[src/hw/rtl/rbw_pkg.sv]
// Shared constants, types and arithmetic helpers of the rainbow frame generator.
`default_nettype none

package rbw_pkg;

  // Number of LEDs in one frame (valid range 1 to 8).
  localparam int LED_COUNT = 8;
  localparam int LED_CNT_W = (LED_COUNT > 1) ? $clog2(LED_COUNT) : 1;

  localparam logic [7:0] SAT_RESET  = 8'd255;
  localparam logic [7:0] VAL_RESET  = 8'd255;
  localparam logic [7:0] STEP_RESET = 8'd8;

  // Control that travels with every color beat through the pipeline.
  typedef struct packed {
    logic       valid;
    logic [2:0] led_index;
    logic       last_led;
  } beat_tag_t;

  // Floor division by 255, exact for every dividend up to 255 * 255.
  function automatic logic [7:0] div255(input logic [15:0] x);
    logic [31:0] prod;
    prod = 32'(x) * 32'd32897;
    return prod[30:23];
  endfunction

endpackage

`default_nettype wire

[src/hw/rtl/rbw_hsv_pipe.sv]
// Seven-stage pipeline that turns an 8-bit LED phase into an RGB color.
`default_nettype none

module rbw_hsv_pipe (
  input  wire logic              clk,
  input  wire logic              rst_n,
  input  wire logic              adv,
  input  wire rbw_pkg::beat_tag_t in_tag,
  input  wire logic [7:0]        in_phase,
  input  wire logic [7:0]        sat,
  input  wire logic [7:0]        val,
  output rbw_pkg::beat_tag_t     out_tag,
  output logic [7:0]             out_red,
  output logic [7:0]             out_green,
  output logic [7:0]             out_blue
);
  import rbw_pkg::*;

  typedef enum logic [2:0] {
    SEC_RED_YEL = 3'd0,
    SEC_YEL_GRN = 3'd1,
    SEC_GRN_CYN = 3'd2,
    SEC_CYN_BLU = 3'd3,
    SEC_BLU_MAG = 3'd4,
    SEC_MAG_RED = 3'd5
  } sector_t;

  beat_tag_t tag_r [1:7];

  logic [8:0]  hue1_r;
  sector_t     sec2_r, sec3_r, sec4_r, sec5_r, sec6_r, sec7_r;
  logic [5:0]  rem2_r;
  logic [7:0]  f3_r;
  logic [15:0] m_fs4_r, m_nf4_r, m_lo4_r;
  logic [7:0]  a_dn5_r, a_up5_r, lo5_r;
  logic [15:0] m_dn6_r, m_up6_r;
  logic [7:0]  lo6_r;
  logic [7:0]  dn7_r, up7_r, lo7_r;

  logic [16:0] hue_prod;
  sector_t     sec_nxt;
  logic [8:0]  rem_nxt;
  logic [9:0]  f_prod;

  assign hue_prod = 17'(in_phase) * 17'd359;
  assign f_prod   = 10'(rem2_r) * 10'd17;

  // Sector is hue / 60; hue never exceeds 358.
  always_comb begin
    priority if (hue1_r >= 9'd300) begin
      sec_nxt = SEC_MAG_RED;
      rem_nxt = hue1_r - 9'd300;
    end else if (hue1_r >= 9'd240) begin
      sec_nxt = SEC_BLU_MAG;
      rem_nxt = hue1_r - 9'd240;
    end else if (hue1_r >= 9'd180) begin
      sec_nxt = SEC_CYN_BLU;
      rem_nxt = hue1_r - 9'd180;
    end else if (hue1_r >= 9'd120) begin
      sec_nxt = SEC_GRN_CYN;
      rem_nxt = hue1_r - 9'd120;
    end else if (hue1_r >= 9'd60) begin
      sec_nxt = SEC_YEL_GRN;
      rem_nxt = hue1_r - 9'd60;
    end else begin
      sec_nxt = SEC_RED_YEL;
      rem_nxt = hue1_r;
    end
  end

  always_ff @(posedge clk) begin
    if (!rst_n) begin
      for (int k = 1; k <= 7; k++) begin
        tag_r[k] <= '0;
      end
    end else if (adv) begin
      tag_r[1] <= in_tag;
      for (int k = 2; k <= 7; k++) begin
        tag_r[k] <= tag_r[k-1];
      end
    end
  end

  always_ff @(posedge clk) begin
    if (adv) begin
      hue1_r  <= hue_prod[16:8];
      sec2_r  <= sec_nxt;
      rem2_r  <= rem_nxt[5:0];
      // 255 / 60 equals 17 / 4, so the scaled remainder is rem * 17 / 4.
      sec3_r  <= sec2_r;
      f3_r    <= f_prod[9:2];
      sec4_r  <= sec3_r;
      m_fs4_r <= 16'(f3_r) * 16'(sat);
      m_nf4_r <= 16'(8'd255 - f3_r) * 16'(sat);
      m_lo4_r <= 16'(8'd255 - sat) * 16'(val);
      sec5_r  <= sec4_r;
      a_dn5_r <= div255(m_fs4_r);
      a_up5_r <= div255(m_nf4_r);
      lo5_r   <= div255(m_lo4_r);
      sec6_r  <= sec5_r;
      m_dn6_r <= 16'(8'd255 - a_dn5_r) * 16'(val);
      m_up6_r <= 16'(8'd255 - a_up5_r) * 16'(val);
      lo6_r   <= lo5_r;
      sec7_r  <= sec6_r;
      dn7_r   <= div255(m_dn6_r);
      up7_r   <= div255(m_up6_r);
      lo7_r   <= lo6_r;
    end
  end

  assign out_tag = tag_r[7];

  always_comb begin
    unique case (sec7_r)
      SEC_RED_YEL: begin
        out_red = val;   out_green = up7_r; out_blue = lo7_r;
      end
      SEC_YEL_GRN: begin
        out_red = dn7_r; out_green = val;   out_blue = lo7_r;
      end
      SEC_GRN_CYN: begin
        out_red = lo7_r; out_green = val;   out_blue = up7_r;
      end
      SEC_CYN_BLU: begin
        out_red = lo7_r; out_green = dn7_r; out_blue = val;
      end
      SEC_BLU_MAG: begin
        out_red = up7_r; out_green = lo7_r; out_blue = val;
      end
      default: begin
        out_red = val;   out_green = lo7_r; out_blue = dn7_r;
      end
    endcase
  end

endmodule

`default_nettype wire

[src/hw/rtl/rainbow_hsv_frame_generator.sv]
// Top level of the rainbow frame generator: frame sequencer, registers, output stage.
//
// Usage: each beat accepted on the in_ channel carries a millisecond timestamp;
// bits 11 down to 4 of it form the animation phase of one frame. The block then
// sends LED_COUNT color beats on the out_ channel, in LED order, the last one
// flagged by out_last_led. LED i gets phase (base - i * phase_step) mod 256,
// hue phase * 359 / 256, and an integer HSV-to-RGB color with the configured
// saturation and value.
// Throughput: one color beat per cycle when the receiver never stalls. The frame
// sequencer sets that rate: it issues one LED a cycle while the pipeline advances
// and takes the next timestamp in the cycle its last LED issues.
// The first color of a frame passes the sequencer register, which loads at the edge
// that accepts the timestamp, then the seven stages of the color pipe and then the
// output register.
// Stalls: while out_valid is high and out_ready is low, the whole pipeline holds; no
// color is lost or repeated. The user must write the registers over the APB-style
// port (saturation at 0x0, value at 0x4, phase step at 0x8) only while the block is
// idle, which the block does not enforce. Reset: rst_n is synchronous and active
// low; it empties the pipeline and loads saturation 255, value 255 and phase step 8.
`default_nettype none

module rainbow_hsv_frame_generator (
  input  wire logic        clk,
  input  wire logic        rst_n,
  input  wire logic        in_valid,
  output logic             in_ready,
  input  wire logic [31:0] in_time_ms,
  output logic             out_valid,
  input  wire logic        out_ready,
  output logic [2:0]       out_led_index,
  output logic [7:0]       out_red,
  output logic [7:0]       out_green,
  output logic [7:0]       out_blue,
  output logic             out_last_led,
  input  wire logic        psel,
  input  wire logic        penable,
  input  wire logic        pwrite,
  input  wire logic [3:0]  paddr,
  input  wire logic [31:0] pwdata,
  output logic [31:0]      prdata,
  output logic             pready
);
  import rbw_pkg::*;

  typedef enum logic [1:0] {
    REG_SATURATION = 2'd0,
    REG_VALUE      = 2'd1,
    REG_PHASE_STEP = 2'd2,
    REG_NONE       = 2'd3
  } reg_index_t;

  localparam logic [LED_CNT_W-1:0] LED_LAST = LED_CNT_W'(LED_COUNT - 1);

  // Configuration registers.
  logic [7:0] sat_r, val_r, step_r;
  reg_index_t reg_sel;
  logic       cfg_wr;

  // Frame sequencer.
  logic                 busy_r, busy_nxt;
  logic [LED_CNT_W-1:0] cnt_r, cnt_nxt;
  logic [7:0]           ph_r, ph_nxt;

  logic      adv;
  logic      last_issue;
  logic      in_fire;
  beat_tag_t seq_tag;
  beat_tag_t pipe_tag;
  logic [7:0] pipe_red, pipe_green, pipe_blue;

  logic       out_valid_r;
  logic [2:0] out_idx_r;
  logic [7:0] out_red_r, out_green_r, out_blue_r;
  logic       out_last_r;

  // APB-style register access; an address past the phase step is ignored.
  assign pready  = 1'b1;
  assign reg_sel = reg_index_t'(paddr[3:2]);
  assign cfg_wr  = psel && penable && pwrite;

  always_ff @(posedge clk) begin
    if (!rst_n) begin
      sat_r  <= SAT_RESET;
      val_r  <= VAL_RESET;
      step_r <= STEP_RESET;
    end else if (cfg_wr) begin
      unique case (reg_sel)
        REG_SATURATION: sat_r  <= pwdata[7:0];
        REG_VALUE:      val_r  <= pwdata[7:0];
        REG_PHASE_STEP: step_r <= pwdata[7:0];
        default: ;
      endcase
    end
  end

  always_comb begin
    unique case (reg_sel)
      REG_SATURATION: prdata = {24'd0, sat_r};
      REG_VALUE:      prdata = {24'd0, val_r};
      REG_PHASE_STEP: prdata = {24'd0, step_r};
      default:        prdata = 32'd0;
    endcase
  end

  // The pipeline moves as one whenever the output register can take a beat.
  assign adv        = !out_valid_r || out_ready;
  assign last_issue = busy_r && (cnt_r == LED_LAST);
  assign in_ready   = !busy_r || (adv && last_issue);
  assign in_fire    = in_valid && in_ready;

  // The sequencer walks the LEDs, stepping the phase down by phase_step each time.
  always_comb begin
    busy_nxt = busy_r;
    cnt_nxt  = cnt_r;
    ph_nxt   = ph_r;
    if (busy_r && adv) begin
      if (last_issue) begin
        busy_nxt = 1'b0;
      end else begin
        cnt_nxt = cnt_r + 1'b1;
        ph_nxt  = ph_r - step_r;
      end
    end
    if (in_fire) begin
      busy_nxt = 1'b1;
      cnt_nxt  = '0;
      ph_nxt   = in_time_ms[11:4];
    end
  end

  always_ff @(posedge clk) begin
    if (!rst_n) begin
      busy_r <= 1'b0;
      cnt_r  <= '0;
    end else begin
      busy_r <= busy_nxt;
      cnt_r  <= cnt_nxt;
    end
  end

  always_ff @(posedge clk) begin
    ph_r <= ph_nxt;
  end

  assign seq_tag.valid     = busy_r;
  assign seq_tag.led_index = 3'(cnt_r);
  assign seq_tag.last_led  = last_issue;

  rbw_hsv_pipe u_hsv_pipe (
    .clk       (clk),
    .rst_n     (rst_n),
    .adv       (adv),
    .in_tag    (seq_tag),
    .in_phase  (ph_r),
    .sat       (sat_r),
    .val       (val_r),
    .out_tag   (pipe_tag),
    .out_red   (pipe_red),
    .out_green (pipe_green),
    .out_blue  (pipe_blue)
  );

  // Output register: holds a color beat until the receiver takes it.
  always_ff @(posedge clk) begin
    if (!rst_n) begin
      out_valid_r <= 1'b0;
    end else if (adv) begin
      out_valid_r <= pipe_tag.valid;
    end
  end

  always_ff @(posedge clk) begin
    if (adv) begin
      out_idx_r   <= pipe_tag.led_index;
      out_last_r  <= pipe_tag.last_led;
      out_red_r   <= pipe_red;
      out_green_r <= pipe_green;
      out_blue_r  <= pipe_blue;
    end
  end

  assign out_valid     = out_valid_r;
  assign out_led_index = out_idx_r;
  assign out_red       = out_red_r;
  assign out_green     = out_green_r;
  assign out_blue      = out_blue_r;
  assign out_last_led  = out_last_r;

endmodule

`default_nettype wire

[config.mk]
export PLATFORM = sky130hd
export DESIGN_NAME = rainbow_hsv_frame_generator
export DESIGN_NICKNAME = d
export VERILOG_FILES = /design/src/hw/rtl/rbw_pkg.sv /design/src/hw/rtl/rbw_hsv_pipe.sv /design/src/hw/rtl/rainbow_hsv_frame_generator.sv
export SDC_FILE = /design/constraint.sdc
export NUM_CORES = 1
export LEC_CHECK = 0
export BUFFER_PORTS_ARGS = -buffer_cell sky130_fd_sc_hd__buf_2
export CORE_MARGIN = 10
export CORE_UTILIZATION = 35
export DETAILED_ROUTE_END_ITERATION = 8
export PLACE_DENSITY_LB_ADDON = 0.1
export SYNTH_ARGS = -nofsm -noshare
export SYNTH_HDL_FRONTEND = slang
export SYNTH_SLANG_ARGS = --single-unit
[constraint.sdc]
create_clock -name clk -period 9.37 [get_ports clk]
set_input_delay 1.874 -clock clk [delete_from_list [all_inputs] [get_ports clk]]
set_output_delay 1.874 -clock clk [all_outputs]
set_load 0.005 [all_outputs]
Word-level counts from Yosys, hierarchy flattened:

Memories as Yosys holds them, arrays and structs flattened.
Index checks and enable logic that the tools add are counted.

* add/sub/neg operators: 11
* div/mod/pow operators: 0
* multiply operators: 12
* reductions and logical operators: 26
* multiplexer cells: 30
* $lt $le $gt $ge: 5
* eq/ne operators: 8
* bitwise logic cells: 9
* shift-type cells: 0

Operators by type and width (count)
* $mul 16x16->31 const B: 5
* $pmux 8 s3: 4
* $mul 16x8->16: 4
* $sub 8x8->9 const A: 4
* $mux 5: 7
* $mux 6: 5
* $sub 6x6->6 const B: 5
* $mux 8: 3
* $ge 9x8->1 const B: 2
* $mul 8x9->17 const B: 1
* $mul 8x8->16: 1
* $reduce_and 2->1: 6
* $reduce_or 2->1: 6
* $mul 6x5->10 const B: 1
* $ge 9x6->1 const B: 1
* $ge 9x7->1 const B: 1
* $ge 9x9->1 const B: 1
* $mux 1: 9
* $sub 8x8->8: 1
* $or 1x1->1: 7
* $eq 3x2->1 const B: 2
* $eq 3x3->1 const B: 2
* $logic_and 1x1->1: 6
* $mux 3: 2
* other kinds (11): 15

* input bits: 75
* RAM bits: 35
* output and inout bits: 63
* latch bits: 0
* flip-flop bits (word level): 242
* memory bits (read-only): 0
* logic and storage cells: 136
* memories: 1

Memory list
* u_hsv_pipe.tag_r: depth 7, width 5, rd ports 7, clocked after memory_dff 0, write ports 7, RTL line rbw_hsv_pipe.sv:28 `beat_tag_t tag_r [1:7];`

Longest topological paths before layout:

* depth in word-level cells: 7
* gate-level depth with buffers: 19
* mapped depth without buffers: 17

By module:

A second synthesis with hierarchy kept.

* cells, all modules: 2743
* area total of the unflattened synthesis: 28827.6 µm²

Modules (own cells, without submodules)
* rbw_hsv_pipe: area each 25848.5 µm², cells each 2469, instances 1, seq. area each 6366.1 µm²
* rainbow_hsv_frame_generator: area each 2979.1 µm², cells each 274, instances 1, seq. area each 1661.6 µm²

Worst setup path before layout:

Ideal clock, no wire load.

* path type: in2reg
* start: in out_ready
* end: reg u_hsv_pipe.tag_r[0][30] (netlist name)
* setup time: 174 ps
* stages on the path: 4
* required time: 9196 ps
* arrival: 8343 ps
* buffers on the path: 1
* setup slack: 853 ps
* path through: nor2b_1 -> inv_1 -> clkbuf_1 -> and3_1

RTL lines
* start: declaration: RTL line rainbow_hsv_frame_generator.sv:29 `input wire logic out_ready,`

Worst setup path after layout:

* start: in out_ready
* end: out in_ready

* word-level cells in the longest chain between the ends: 3

Ends and longest elaborated chain
* $logic_or 1x1->1: RTL line rainbow_hsv_frame_generator.sv:106 `assign adv = !out_valid_r || out_ready;`
* $logic_and 1x1->1: RTL line rainbow_hsv_frame_generator.sv:108 `assign in_ready = !busy_r || (adv && last_issue);`
* $logic_or 1x1->1: RTL line rainbow_hsv_frame_generator.sv:108
* end: declaration: RTL line rainbow_hsv_frame_generator.sv:26 `output logic in_ready,`

No other way between the ends.

==> results list <==
- Max-cap violations in this run came to 0.
- Mean instance size in the synthesized netlist: about 11 µm²
* Initial antenna violation count: 1
* Gate count of the mapped netlist: 2655
- Worst Path Max Fanout: 121
- The detail route stage leaves a number of antenna-violating nets equal to 0.
* Initial Util: 35.4%
- Synth Cell Area: 28100 µm²
* Remaining Overflow, GRT: 0
- Clock tree from TritonCTS: built
* Area leader, netlist: edfxtp_1
- At the worst endpoint, the required time is 7500 ps.
- FF-to-FF End: u_hsv_pipe.m_lo4_r[15]
- Number of hold buffers added after cts: 0
* Drt first-iter violations: 610
- Library cell used as clock root buffer: clkbuf_16
- Flip-flop and latch area: 8030 µm²
- Placement-stage cell area: a little under 30000 µm²
- Relative slew margins: 24.7%
- Flop and latch count out of synthesis: roughly 280
- Layout area overhead: 9.37%
- Count of flip-flops with a built-in enable after synthesis: 248
- Timing would allow up to between 150 and 200 MHz.
- Number of levels the H-tree was split into: 2
- TritonCTS sink count: 277
- Setup violations remaining at the end of the flow were counted as 0.
- The die covers about 92000 µm².
- Launching element type of the critical path: input port
- Share of the clock period used by the worst path: roughly 55%
* Worst reg2reg path depth: 16
* Post-DP HPWL: 47400 µm
* FF-to-FF setup slack: 4220 ps
- In the routed design, unresolved DRC markers number 0.
* FP Rows: 103
- Reg2reg start: sat_r[0]
- The flow ran to the end, and the final reports show no timing, DRC or antenna violations.
* Slew @ Worst Pin: 1130 ps
* Yosys warnings: 0
- In this run, placement finished with an instance count of 3703.
- Share of post-route cells with drive strength above 1: 6.44%
- Category of the most critical setup path: input port to output port
* Overall routed net length: ~61000 µm
- In the synthesized netlist the dominant register cell turns out to be edfxtp_1.
- STA classifies the critical path endpoint as an output port.
- The number of hold violations in the final report was 0.
* Main area contributors after synthesis: edfxtp_1, ha_1, fa_1, nor2b_1, inv_1
- Global-route wire length before repair: 102000 µm
- Setup repair bufs after CTS: 0
- The pre-antenna-repair detailed-routing pass consisted of 5 iterations.
* Time the worst path needs with I/O delays and setup: about 5000 ps
- The longest clock path from root to sink contains 3 buffers.
- Worst setup startpoint: out_ready
* Worst Hold Path Cells: 0
- Entering global routing, the biggest net connects 122 pins.
- Share of async-settable or async-resettable flops after synthesis: 0%
- Pin placement for this block handled about 140 I/O pins.
- The max-slew violation count came to 0.
- Sequential area share after synthesis: 28.6%
- Worst min-delay path category: register to register
- Arrival time at the worst endpoint: 3280 ps
- RSZ-0062 raised after global routing: no
- Area of the core region: slightly below 80000 µm²
* WL per Instance: 16.2 µm
- Most frequent cells after synthesis: ha_1, inv_1, edfxtp_1
- Clock insertion delay at the later pin of the skew report: 550 ps
- End of the worst hold path: u_hsv_pipe.lo6_r[2]
- Total Negative Setup Slacks: 0 ps
* Number of gates given a new drive strength after cts: 0
* Smallest hold slack: 412 ps
- Skew final: around 34 ps
- Final #Nets: 3529
* Per-cell via count in the routed design: 4.88
- For this run, the total global-route usage over all layers was measured as 13.6%.
* Number of vias after detailed routing: around 18000
- The via count of the first global-routing pass was slightly below 20000.
* Count of port buffers added during placement: 62
* Weighted congestion reported at the end of routability-driven placement: 0.797
- Number of unique standard cell types used by synthesis: 68
- Final design area excluding fillers: 30700 µm²
- Post-synth top area share: a little over a quarter
- Summing all multi-input logic gate instances after layout gives 18400 µm².
- Measured along the y axis, the die boundary spans about 300 µm.
- The floorplan step set the die width to between 300 and 400 µm.
- Clock transition at the registers of the reported paths: around 60 ps
- Filler cell count: approximately 8000
- Clock tree synthesis inserted a total of 37 buffers.
- ha_1 is the most common cell in the netlist.
* Start point of the worst min-delay path: u_hsv_pipe.lo5_r[2]
- The count of cells in the finished layout, fillers not included, comes to 3770.
## final cells by class
type,count,share of cell area (%)
Multi-Input combinational cell,1968,60.0
Inverter,325,4.00
Clock inverter,23,0.815
Antenna cell,1,0.00815
Tap cell,1050,4.28
Sequential cell,277,26.1
Clock buffer,43,3.26
Timing Repair Buffer,83,1.52
## worst max-delay path, cell delays in order
cell and delay (ps):
buf_2 100, nor2b_1 500, inv_8 360, nand2_1 210
nand2_1 80, buf_2 130
## routing by layer
layer	vias to the layer above	global-route usage, %	wire [µm]
li1	9117	-	-
met1	8981	17.5	28400
met2	235	23.9	29700
met3	69	1.82	1930
met4	0	3.17	1030
met5	-	0	0
## registers in the layout, indices dropped and copies added (netlist names), 6 cells and up
register and cells:
val_r 8, out_blue 8, u_hsv_pipe.lo5_r 8, u_hsv_pipe.lo7_r 8, out_red 8, sat_r 8, u_hsv_pipe.up7_r 8, u_hsv_pipe.f3_r 8
u_hsv_pipe.m_up6_r 16, u_hsv_pipe.hue1_r 9, u_hsv_pipe.m_fs4_r 16, u_hsv_pipe.tag_r 35, u_hsv_pipe.m_lo4_r 16, u_hsv_pipe.lo6_r 8, u_hsv_pipe.m_nf4_r 16, ph_r 8
u_hsv_pipe.dn7_r 8, out_green 8, u_hsv_pipe.m_dn6_r 16, u_hsv_pipe.a_up5_r 8, u_hsv_pipe.a_dn5_r 8, step_r 8, u_hsv_pipe.rem2_r 6
## cell families after synthesis
family,count (synthesis),share of synthesized area [%]
simple gates,709,13.8
fa+ha+maj,762,39.3
flops,277,28.6
mux,25,0.909
other cells,2,0.0268
buf+inv,433,6.12
compound gates,345,8.11
xor+xnor,102,3.18
## how the worst max path moves through the flow
stage,to,slack [ps],cells past startpoint
floorplan,u_hsv_pipe.tag_r[0][30],850,4
global placement,u_hsv_pipe.m_lo4_r[15],4190,16
detailed placement,in_ready,4120,6
CTS,in_ready,4140,6
global route,u_hsv_pipe.m_lo4_r[15],3870,17
finish,in_ready,4220,6
## layout by cell type (no fill, tap or decap), drive strengths merged, types with 9 or more instances in the layout
cell    synthesis  routed
ha            564     564
inv           325     327
edfxtp        248     248
nor2b         245     245
fa            198     198
nand2         133     133
a21oi          95      95
buf            27      83
nor2           71      71
xnor2          69      69
o21ai          67      67
nand2b         61      61
nand3          53      53
and2           49      49
and3           44      44
clkbuf         81      43
a21o           37      37
xor2           33      33
dfxtp          29      29
o211ai         28      28
conb            2      25
mux2i          21      21
o21a           18      18
nor3           15      15
a211oi         15      15
a21boi         13      13
clkinv          0      13
or2            10      10
a22o            9       9
a31oi           9       9
a22oi           9       9
## through the flow
| step | setup WS [ps] | utilization (%) |
|---|---|---|
| after detailed placement | 4120 | 37.2 |
| after global placement | 4190 | 37.2 |
| after global routing | 3870 | 38.7 |
| after floorplan | 853 | - |
| after CTS | 4140 | 38.7 |
| final | 4220 | 38.7 |
Power is left out: the tool's default activity adds up to more than one toggle a clock period on the data nets, which glitch-free logic cannot reach.
